[src/design/pfc_pkg.sv]
// ----------------------------------------------------------------------------
// pfc_pkg: shared types and constants of the page-frame cache
// Frame count, page id width, request and result words, the search carry
// that walks the frame cells and the update command broadcast to them.
// ----------------------------------------------------------------------------
`default_nettype none

package pfc_pkg;

  localparam int FRAMES       = 16;
  localparam int PAGE_ID_BITS = 32;
  localparam int FRAME_IDX_W  = (FRAMES > 1) ? $clog2(FRAMES) : 1;
  localparam int NU_W         = $clog2(FRAMES + 1);

  typedef logic [FRAME_IDX_W-1:0]  idx_t;
  typedef logic [FRAME_IDX_W-1:0]  rank_t;
  typedef logic [PAGE_ID_BITS-1:0] tag_t;
  typedef logic [NU_W-1:0]         nu_t;

  // request kinds
  localparam logic [1:0] KIND_FETCH  = 2'd0;
  localparam logic [1:0] KIND_CREATE = 2'd1;
  localparam logic [1:0] KIND_FLUSH  = 2'd2;

  // result status
  localparam logic [1:0] ST_HIT    = 2'd0;
  localparam logic [1:0] ST_PLACED = 2'd1;
  localparam logic [1:0] ST_NOFRM  = 2'd2;
  localparam logic [1:0] ST_NONRES = 2'd3;

  // fill orders
  localparam logic [1:0] FILL_NONE = 2'd0;
  localparam logic [1:0] FILL_READ = 2'd1;
  localparam logic [1:0] FILL_ZERO = 2'd2;

  typedef struct packed {
    logic [1:0]  kind;
    logic [31:0] page_id;
  } in_word_t;

  typedef struct packed {
    logic [1:0]  status;
    logic [3:0]  frame;
    logic        writeback_valid;
    logic [31:0] writeback_page;
    logic [1:0]  fill_action;
  } out_word_t;

  // search carry handed from cell to cell
  typedef struct packed {
    logic       go;
    logic [1:0] kind;
    tag_t       id;
    logic       hit;
    idx_t       hit_frame;
    rank_t      hit_rank;
    rank_t      best_rank;
    idx_t       best_frame;
    logic       best_dirty;
    tag_t       best_tag;
  } search_t;

  typedef enum logic [1:0] {
    RANK_KEEP   = 2'd0,
    RANK_RECENT = 2'd1,
    RANK_FRESH  = 2'd2
  } rank_op_t;

  // update command broadcast to all cells
  typedef struct packed {
    logic     en;
    idx_t     sel;
    rank_op_t rank_op;
    rank_t    ref_rank;
    logic     tag_we;
    tag_t     tag;
    logic     dirty_we;
    logic     dirty;
    logic     valid_set;
  } upd_t;

  function automatic tag_t id_to_tag(input logic [31:0] p);
    logic [PAGE_ID_BITS+31:0] e;
    e = {{PAGE_ID_BITS{1'b0}}, p};
    return e[PAGE_ID_BITS-1:0];
  endfunction

  function automatic logic [31:0] tag_to_id(input tag_t t);
    logic [PAGE_ID_BITS+31:0] e;
    e = {32'b0, t};
    return e[31:0];
  endfunction

  function automatic logic [3:0] idx_to_frame(input idx_t i);
    logic [FRAME_IDX_W+3:0] e;
    e = {4'b0, i};
    return e[3:0];
  endfunction

endpackage

`default_nettype wire

[src/design/pfc_cell.sv]
// ----------------------------------------------------------------------------
// pfc_cell: one frame of the directory
// Holds tag, valid, dirty and recency rank of its frame. Folds its frame
// into the search carry and passes it on registered; applies broadcast
// updates.
// ----------------------------------------------------------------------------
`default_nettype none

module pfc_cell (
  input  wire              clk,
  input  wire              rst_n,
  input  pfc_pkg::idx_t    idx,
  input  pfc_pkg::search_t carry_in,
  output pfc_pkg::search_t carry_out,
  input  pfc_pkg::upd_t    upd
);
  import pfc_pkg::*;

  logic    valid_r, valid_nxt;
  logic    dirty_r, dirty_nxt;
  rank_t   rank_r, rank_nxt;
  tag_t    tag_r, tag_nxt;
  search_t carry_r, carry_nxt;

  always_comb begin
    carry_nxt = carry_in;
    if (carry_in.go && valid_r) begin
      // first matching frame wins
      if (!carry_in.hit && tag_r == carry_in.id) begin
        carry_nxt.hit       = 1'b1;
        carry_nxt.hit_frame = idx;
        carry_nxt.hit_rank  = rank_r;
      end
      if (rank_r > carry_in.best_rank) begin
        carry_nxt.best_rank  = rank_r;
        carry_nxt.best_frame = idx;
        carry_nxt.best_dirty = dirty_r;
        carry_nxt.best_tag   = tag_r;
      end
    end
  end

  always_comb begin
    valid_nxt = valid_r;
    dirty_nxt = dirty_r;
    rank_nxt  = rank_r;
    tag_nxt   = tag_r;
    if (upd.en) begin
      if (upd.sel == idx) begin
        if (upd.rank_op != RANK_KEEP) rank_nxt = '0;
        if (upd.tag_we) tag_nxt = upd.tag;
        if (upd.dirty_we) dirty_nxt = upd.dirty;
        if (upd.valid_set) valid_nxt = 1'b1;
      end else if (valid_r) begin
        case (upd.rank_op)
          RANK_RECENT: begin
            if (rank_r < upd.ref_rank) rank_nxt = rank_t'(rank_r + 1'b1);
          end
          RANK_FRESH: rank_nxt = rank_t'(rank_r + 1'b1);
          default: ;
        endcase
      end
    end
  end

  always_ff @(posedge clk) begin
    if (!rst_n) begin
      valid_r <= 1'b0;
      dirty_r <= 1'b0;
      rank_r  <= '0;
      carry_r <= '0;
    end else begin
      valid_r <= valid_nxt;
      dirty_r <= dirty_nxt;
      rank_r  <= rank_nxt;
      carry_r <= carry_nxt;
    end
  end

  always_ff @(posedge clk) begin
    tag_r <= tag_nxt;
  end

  assign carry_out = carry_r;

endmodule

`default_nettype wire

[src/design/page_frame_cache_lru_unit.sv]
// ----------------------------------------------------------------------------
// page_frame_cache_lru_unit: fully associative page-frame directory, LRU
// Fetch, create and flush requests against a row of frame cells; emits
// writeback and fill orders, page data moves outside.
// ----------------------------------------------------------------------------
// One request word is handled at a time. Its search walks the chain of
// FRAMES frame cells, one cell per cycle, gathering the hit and the LRU
// victim; the done state then takes the decision and updates all cells
// at once, as soon as the output register is free. A new request is
// taken only in the idle state, after that update. A result may sit in
// the output register while the next request already searches. Tags
// need no clearing pass: a frame's valid mark gates its tag.
`default_nettype none

module page_frame_cache_lru_unit (
  input  wire                clk,
  input  wire                rst_n,
  input  wire                in_valid,
  output logic               in_ready,
  input  pfc_pkg::in_word_t  in_data,
  output logic               out_valid,
  input  wire                out_ready,
  output pfc_pkg::out_word_t out_data
);
  import pfc_pkg::*;

  typedef enum logic [2:0] {
    S_IDLE   = 3'b001,
    S_SEARCH = 3'b010,
    S_DONE   = 3'b100
  } state_t;

  state_t    state_r, state_nxt;
  search_t   res_r;
  nu_t       next_unused_r, next_unused_nxt;
  logic      out_valid_r, out_valid_nxt;
  out_word_t out_data_r, out_data_nxt;
  search_t   head;
  search_t   chain [FRAMES+1];
  upd_t      upd;
  logic      take;
  logic      fire;

  assign in_ready = (state_r == S_IDLE);
  assign take     = in_valid && in_ready;

  always_comb begin
    head            = '0;
    head.go         = take;
    head.kind       = in_data.kind;
    head.id         = id_to_tag(in_data.page_id);
  end

  assign chain[0] = head;

  for (genvar i = 0; i < FRAMES; i++) begin : g_cell
    pfc_cell u_cell (
      .clk       (clk),
      .rst_n     (rst_n),
      .idx       (idx_t'(i)),
      .carry_in  (chain[i]),
      .carry_out (chain[i+1]),
      .upd       (upd)
    );
  end

  assign fire = (state_r == S_DONE) && (!out_valid_r || out_ready);

  // decision on the gathered search
  always_comb begin
    upd             = '0;
    upd.rank_op     = RANK_KEEP;
    out_data_nxt    = '0;
    out_data_nxt.status = ST_NONRES;
    next_unused_nxt = next_unused_r;
    if (res_r.kind == KIND_FLUSH) begin
      if (res_r.hit) begin
        out_data_nxt.status          = ST_HIT;
        out_data_nxt.frame           = idx_to_frame(res_r.hit_frame);
        out_data_nxt.writeback_valid = 1'b1;
        out_data_nxt.writeback_page  = tag_to_id(res_r.id);
        upd.sel      = res_r.hit_frame;
        upd.dirty_we = 1'b1;
        upd.dirty    = 1'b0;
      end
    end else if (res_r.kind == KIND_FETCH || res_r.kind == KIND_CREATE) begin
      if (res_r.hit) begin
        out_data_nxt.status = ST_HIT;
        out_data_nxt.frame  = idx_to_frame(res_r.hit_frame);
        upd.sel      = res_r.hit_frame;
        upd.rank_op  = RANK_RECENT;
        upd.ref_rank = res_r.hit_rank;
        if (res_r.kind == KIND_CREATE) begin
          upd.dirty_we             = 1'b1;
          upd.dirty                = 1'b1;
          out_data_nxt.fill_action = FILL_ZERO;
        end
      end else begin
        out_data_nxt.status = ST_PLACED;
        upd.tag_we   = 1'b1;
        upd.tag      = res_r.id;
        upd.dirty_we = 1'b1;
        upd.dirty    = (res_r.kind == KIND_CREATE);
        out_data_nxt.fill_action = (res_r.kind == KIND_CREATE) ? FILL_ZERO : FILL_READ;
        if (next_unused_r < nu_t'(FRAMES)) begin
          // never-used frames go first, in index order
          upd.sel         = next_unused_r[FRAME_IDX_W-1:0];
          upd.rank_op     = RANK_FRESH;
          upd.valid_set   = 1'b1;
          next_unused_nxt = nu_t'(next_unused_r + 1'b1);
        end else begin
          upd.sel      = res_r.best_frame;
          upd.rank_op  = RANK_RECENT;
          upd.ref_rank = res_r.best_rank;
          out_data_nxt.writeback_valid = res_r.best_dirty;
          out_data_nxt.writeback_page  =
            res_r.best_dirty ? tag_to_id(res_r.best_tag) : 32'b0;
        end
        out_data_nxt.frame = idx_to_frame(upd.sel);
      end
    end
    upd.en = fire;
    if (!fire) next_unused_nxt = next_unused_r;
  end

  always_comb begin
    state_nxt     = state_r;
    out_valid_nxt = out_valid_r;
    if (out_valid_r && out_ready) out_valid_nxt = 1'b0;
    case (state_r)
      S_IDLE:   if (take) state_nxt = S_SEARCH;
      S_SEARCH: if (chain[FRAMES].go) state_nxt = S_DONE;
      S_DONE: begin
        if (fire) begin
          state_nxt     = S_IDLE;
          out_valid_nxt = 1'b1;
        end
      end
      default:  state_nxt = S_IDLE;
    endcase
  end

  always_ff @(posedge clk) begin
    if (!rst_n) begin
      state_r       <= S_IDLE;
      next_unused_r <= '0;
      out_valid_r   <= 1'b0;
    end else begin
      state_r       <= state_nxt;
      next_unused_r <= next_unused_nxt;
      out_valid_r   <= out_valid_nxt;
    end
  end

  always_ff @(posedge clk) begin
    if (state_r == S_SEARCH && chain[FRAMES].go) res_r <= chain[FRAMES];
    if (fire) out_data_r <= out_data_nxt;
  end

  assign out_valid = out_valid_r;
  assign out_data  = out_data_r;

`ifndef ASSERT_OFF
  a_tail_in_search: assert property (@(posedge clk) disable iff (!rst_n)
    chain[FRAMES].go |-> state_r == S_SEARCH)
    else $error("search carry left the chain outside a search");

  a_nu_bound: assert property (@(posedge clk) disable iff (!rst_n)
    next_unused_r <= nu_t'(FRAMES))
    else $error("never-used frame count past frame count");

  a_fire_loads: assert property (@(posedge clk) disable iff (!rst_n)
    fire |=> out_valid_r && state_r == S_IDLE)
    else $error("update did not present a result word");

  a_wb_status: assert property (@(posedge clk) disable iff (!rst_n)
    out_valid_r && out_data_r.writeback_valid |->
      (out_data_r.status == ST_HIT || out_data_r.status == ST_PLACED))
    else $error("writeback ordered on a non-resident flush");

  a_busy_no_take: assert property (@(posedge clk) disable iff (!rst_n)
    state_r != S_IDLE |-> !in_ready)
    else $error("request taken while a search is in flight");
`endif

endmodule

`default_nettype wire

[config.mk]
export PLATFORM = sky130hd
export DESIGN_NAME = page_frame_cache_lru_unit
export DESIGN_NICKNAME = d
export VERILOG_FILES = /design/src/design/pfc_pkg.sv /design/src/design/pfc_cell.sv /design/src/design/page_frame_cache_lru_unit.sv
export SDC_FILE = /design/constraint.sdc
export NUM_CORES = 2
export LEC_CHECK = 0
export BUFFER_PORTS_ARGS = -buffer_cell sky130_fd_sc_hd__buf_2
export CELL_PAD_IN_SITES_DETAIL_PLACEMENT = 1
export CELL_PAD_IN_SITES_GLOBAL_PLACEMENT = 2
export CORE_MARGIN = 2
export CORE_UTILIZATION = 30
export DETAILED_ROUTE_END_ITERATION = 10
export PLACE_DENSITY_LB_ADDON = 0.08
export SLEW_MARGIN = 20
export SYNTH_ARGS = -nofsm -noshare
export SYNTH_HDL_FRONTEND = slang
export SYNTH_HIERARCHICAL = 1
export SYNTH_SLANG_ARGS = --single-unit
[constraint.sdc]
create_clock -name clk -period 9.96 [get_ports clk]
set_input_delay 0.498 -clock clk [delete_from_list [all_inputs] [get_ports clk]]
set_output_delay 0.498 -clock clk [all_outputs]
set_load 0.1 [all_outputs]
# Word-level counts from Yosys, hierarchy flattened
# Cells that the tools add are included.
[totals]
reg_bits = 2102
in_bits = 38
output_inout_bits = 43
wordCells = 668
[op_classes]
add_sub_neg = 17
order_cmp = 33
n_eq_ne = 73
muxes = 143
bitwise_logic = 3
reduce_logical = 158
[op_table]
columns = ["op", "n"]
rows = [
  ["two-way mux 50 bit", 15],
  ["two-way mux 41 bit", 16],
  ["equality test 32 bit", 16],
  ["two-way mux 4 bit", 52],
  ["AND reduction 3 bit", 51],
  ["two-way mux 9 bit", 16],
  ["one-hot mux 4 bit (2 select lines)", 16],
  ["two-way mux 39 bit", 3],
  ["two-way mux 33 bit", 3],
  ["AND reduction 5 bit", 17],
  ["adder 4 x 1 -> 4 bit, second input constant", 16],
  ["less-than comparator 4 bit", 16],
  ["> comparator 4 bit", 15],
  ["!= test 3 x 1 -> 1 bit, second input constant", 16],
  ["nonzero test 3 bit", 16],
  ["two-way mux 46 bit", 1],
  ["logical AND 1 bit", 35],
  ["!= test 2 bit, second input constant", 17],
  ["nonzero test 2 bit", 17],
  ["equality test 4 bit, second input constant", 8],
  ["two-way mux 32 bit", 1],
  ["equality test 4 x 3 -> 1 bit, second input constant", 4],
  ["zero test 1 bit", 16],
  ["two-way mux 2 bit", 7],
  ["23 further kinds", 37],
]

# Depth between registers and ports, before layout
[logic_depth]
ltp_word = 10
mapped_depth = 11

# By module
# Netlist, hierarchy kept.
[by_module_without_submodules]
columns = ["mod", "n_inst", "cells_each", "area_per_inst_um2", "seq_area_each_um2"]
rows = [
  ["pfc_cell at g_cell[13].u_cell ...", 12, 380, 4555.6, 2782.7],
  ["pfc_cell at g_cell[0].u_cell ...", 4, 388, 4573.1, 2782.7],
  ["page_frame_cache_lru_unit", 1, 292, 4999.8, 3933.8],
]

# Least setup slack after synthesis
# OpenSTA, ideal clock, no wires.
[synth_path]
kind = "register to register"
start = "reg state_r[1]"
end = "reg res_r[0] (netlist bit), enable pin"
setup_ps = 646
t_arrival_ps = 6684
required_time_ps = 9314
setup_slack_ps = 2629
stages_incl_launch_ff = 3
path_buffers = 0
synth_period_minus_slack_ps = 7331
path_cell_list = "dfxtp_1 -> nand2b_1 -> nor3b_1"
[synth_between]
elab_chain_cells = 2
[synth_rtl]
columns = ["element", "line_no", "text"]
rows = [
  ["start: declaration", "page_frame_cache_lru_unit.sv:33", "state_t state_r, state_nxt;"],
  ["start signal: assignment", "page_frame_cache_lru_unit.sv:149", "state_r <= state_nxt;"],
  ["equality test 3 x 2 -> 1 bit", "page_frame_cache_lru_unit.sv:156", "if (state_r == S_SEARCH && chain[FRAMES].go) res_r <= chain[FRAMES];"],
  ["logical AND 1 bit", "page_frame_cache_lru_unit.sv:156", ""],
  ["end signal: assignment", "page_frame_cache_lru_unit.sv:156", ""],
  ["end: declaration", "page_frame_cache_lru_unit.sv:34", "search_t res_r;"],
]
# Every way passes these cells.
# A chain may end at the register's enable or synchronous reset.

# Worst setup path in the final report
[layout_path]
start = "reg res_r[83] (netlist bit)"
end = "reg g_cell[0].u_cell.tag_r[6], enable pin"
[layout_between]
elab_chain_cells = 6
word_cells_on_any_way = 9
[layout_rtl]
columns = ["element", "line_no", "text"]
rows = [
  ["equality test 2 x 1 -> 1 bit or zero test 2 bit (tied branches)", "page_frame_cache_lru_unit.sv:86", "end else if (res_r.kind == KIND_FETCH || res_r.kind == KIND_CREATE) begin"],
  ["logical OR 1 bit", "page_frame_cache_lru_unit.sv:86", ""],
  ["two-way mux 46 bit", "page_frame_cache_lru_unit.sv:86", ""],
  ["two-way mux 4 bit", "page_frame_cache_lru_unit.sv:76", "if (res_r.kind == KIND_FLUSH) begin"],
  ["zero test 4 bit", "pfc_cell.sv:49", "if (upd.sel == idx) begin"],
  ["AND reduction 3 bit (no source line) *", "--", ""],
  ["end signal: assignment", "pfc_cell.sv:81", "tag_r <= tag_nxt;"],
  ["end: declaration", "pfc_cell.sv:22", "tag_t tag_r, tag_nxt;"],
]
# Every way passes the cells marked *; elsewhere a longest branch is shown, timed or not.

==> run metrics <==
fraction of layout cells with a size suffix above 1 8.83%; # clock sinks 2102; f_max 293 MHz; Die H 514 µm; Final Util 35.2%; clock skew 0.0257 ns; Post-synth EDFFs 637; Max-cap violations 0; hold path depth 4; # rows 187; Clock transition at path regs 0.06 ns; Total GRT Usage 13.8%; IO buf count 80; DRT antenna net count 0; Hold Path End state_r[0]$_SDFFE_PN1P_; P per Cell Area 192 nW/µm²; core box area 259000 µm²; clk buf depth 3; status finished, final reports clean; placer's final routability congestion estimate 0.706; fin crit share 34.3%; Chip Width 514 µm; Startpoint Class flip-flop; Clock Latency Late Sink 0.82 ns; Ys Warns 6; antenna violations before repair 1; CTS tree done; Nets 7000; Synth Register Bits 2102; fillcell total 27700; GR Overflow Total 0; RSZ-0062 raised after global routing no; drt wl/cell 17.5 µm; Final setup viols 0; CTS root buffer clkbuf_16; number of detailed-route iterations in the first pass 4; worst vdd ir 186 µV; leakage power total 39.8 nW; RR Startpoint res_r[83]$_DFFE_PP_; min-delay src in_valid; R2R Setup Slk 6.54 ns; via count 43500; Worst Slack Setup Final 6.54 ns; CTS buffer count 227; Arr. time, crit path 3.86 ns; data required time of the worst path 10.41 ns; register area share after synthesis 62.2%; Top FF cell, synth dfxtp_1; cells on worst reg2reg path 7; worst r2r dst g_cell[0].u_cell/tag_r[6]$_DFFE_PP_; Fin. Hold Viols 0; number of global-route vias before repair 48200; area grow syn2layout 17.1%; placed instance count 9967; Avg Inst Size Synth 12.2 µm²; Total Negative Setup Slacks 0 ns; peak fanout along the critical path 32; post-synth cell types 53; number of I/O pins 81; area of the mapped netlist 78000 µm²; CTS resizes 0; Setup crit end kind flip-flop; largest net degree at the start of global routing 212; H-tree Lvls 4; Cell Count, Final, Fillers Out 10400; WL final 183 mm; Post-CTS Setup Bufs 0; hold crit path type input pin to flip-flop; Slew @ Worst Pin 1.13 ns; Post-synth ARST share 0%; number of remaining DRC errors 0; Crit Path Class flip-flop to flip-flop; Slew Limit Fails 0; die area 264000 µm²; Placement Setup Slack 6.51 ns; relative max-transition margin 24.7%; Cells after Synth 6404; Starting DRT DRC Count 1469; first-pass GRT wire length 288 mm; drt via density 4.16; Final Critical Period 3.42 ns; initial core utilization 30.1%; DP HPWL 136 mm
-- what timing repair did --
item | in CTS | in global routing
endpoints found under the hold margin | 34 | 0
endpoints found under the setup margin | 0 | 0
hold buffers | 34 | 0
-- synth_stat cells, types with 64 or more instances --
cell type  number  area, µm²
a31oi_1        96        601
dfxtp_1      1465      29300
nand2_1       183        687
xnor2_1       415       3630
inv_1         145        544
clkbuf_1      144        541
nor2_1        868       3260
edfxtp_1      637      19100
and2_1        580       3630
xor2_1        164       1440
mux2i_1       804       8050
a21o_1         64        480
nand4_1       176       1100
ha_1          129       1610
-- how the worst max path moves through the flow --
stage	from	endpoint	slack [ns]	depth (start not counted)
finish	res_r[83]$_DFFE_PP_	g_cell[0].u_cell/tag_r[6]$_DFFE_PP_	6.54	7
global route	res_r[83]$_DFFE_PP_	g_cell[1].u_cell/tag_r[6]$_DFFE_PP_	6.23	8
floorplan	state_r[1]$_SDFFE_PN0P_	res_r[0]$_DFFE_PP_	2.63	2
detailed placement	res_r[83]$_DFFE_PP_	g_cell[0].u_cell/tag_r[14]$_DFFE_PP_	6.51	7
CTS	res_r[83]$_DFFE_PP_	g_cell[0].u_cell/tag_r[6]$_DFFE_PP_	6.49	7
global placement	res_r[83]$_DFFE_PP_	g_cell[0].u_cell/tag_r[15]$_DFFE_PP_	6.57	7
-- area by class of cell --
type | count | area (µm²) | share of cell area, %
antenna | 3 | 7.51 | 0.00822
clock buffer | 347 | 6760 | 7.41
clock inverter | 80 | 810 | 0.887
inverter | 146 | 552 | 0.604
multi-input combinational | 4158 | 29000 | 31.8
sequential | 2102 | 48500 | 53.1
tap | 3402 | 4260 | 4.66
timing repair buffer | 198 | 1460 | 1.59
-- flip-flops by register name (all words and copies together) (netlist names) --
| signal | flops |
|---|---|
| out_data | 41 |
| g_cell.u_cell/valid_r | 16 |
| next_unused_r | 5 |
| g_cell.u_cell/rank_r | 64 |
| out_valid | 1 |
| state_r | 3 |
| g_cell.u_cell/tag_r | 512 |
| g_cell.u_cell/carry_out | 1360 |
| g_cell.u_cell/dirty_r | 16 |
| res_r | 84 |
-- kinds of logic (layout without fill, tap and decap cells) --
| kind of cell | Yosys count | after routing | synth area share (%) |
|---|---|---|---|
| compound gates | 294 | 294 | 2.62 |
| xor+xnor | 579 | 579 | 6.50 |
| fa+ha+maj | 129 | 129 | 2.07 |
| buf+inv | 389 | 771 | 2.27 |
| flops | 2102 | 2102 | 62.2 |
| mux | 804 | 804 | 10.3 |
| other cells | 2 | 250 | 0.00963 |
| simple gates | 2105 | 2105 | 14.1 |
-- cell usage in the layout, fill, tap and decap left out, types with 34 or more instances in the layout --
cell type,instances
dfxtp_1,1465
nor2_1,867
mux2i_1,804
edfxtp_1,637
and2_1,570
xnor2_1,414
conb_1,247
clkbuf_16,237
nand2_1,183
nand4_1,176
xor2_1,164
inv_1,133
ha_1,129
a31oi_1,96
buf_2,79
buf_4,75
clkbuf_1,68
a21o_1,64
nand3_1,45
clkinv_2,45
nor4_1,44
clkbuf_8,42
o21a_1,37
dlygate4sd3_1,34
-- power breakdown --
group	internal (mW)	switching, mW	total [mW]
Combinational	0.108	0.210	0.318
Sequential	8.83	0.0420	8.87
Clock	4.99	3.36	8.36
Total	13.9	3.62	17.5
-- per-stage QoR --
| stage | hold slack, ns | total power [mW] | cell area (µm²) |
|---|---|---|---|
| after floorplan | 0.386 | 9.26 | 78900 |
| after global placement | 0.387 | 9.37 | 83300 |
| after detailed placement | 0.390 | 9.37 | 83300 |
| after CTS | 0.0249 | 17.9 | 91200 |
| after global routing | 0.0956 | 18.3 | 91300 |
| final | 0.118 | 17.5 | 91300 |
-- layer usage --
| metal | GRT usage (%) | wire (µm) |
|---|---|---|
| met4 | 3.63 | 3940 |
| met5 | 0 | 0 |
| met3 | 2.09 | 4590 |
| met2 | 23.3 | 85200 |
| met1 | 18.5 | 88900 |
-- critical path, cell delays in order, from the launching register on --
cell and delay, ns:
edfxtp_1 0.74, a21boi_0 0.35, nand2_1 0.18, o21ai_2 0.07, buf_4 0.25, xnor2_1 0.25
and4_1 0.33, and3_2 0.78
(Power assumes the default switching activity.)
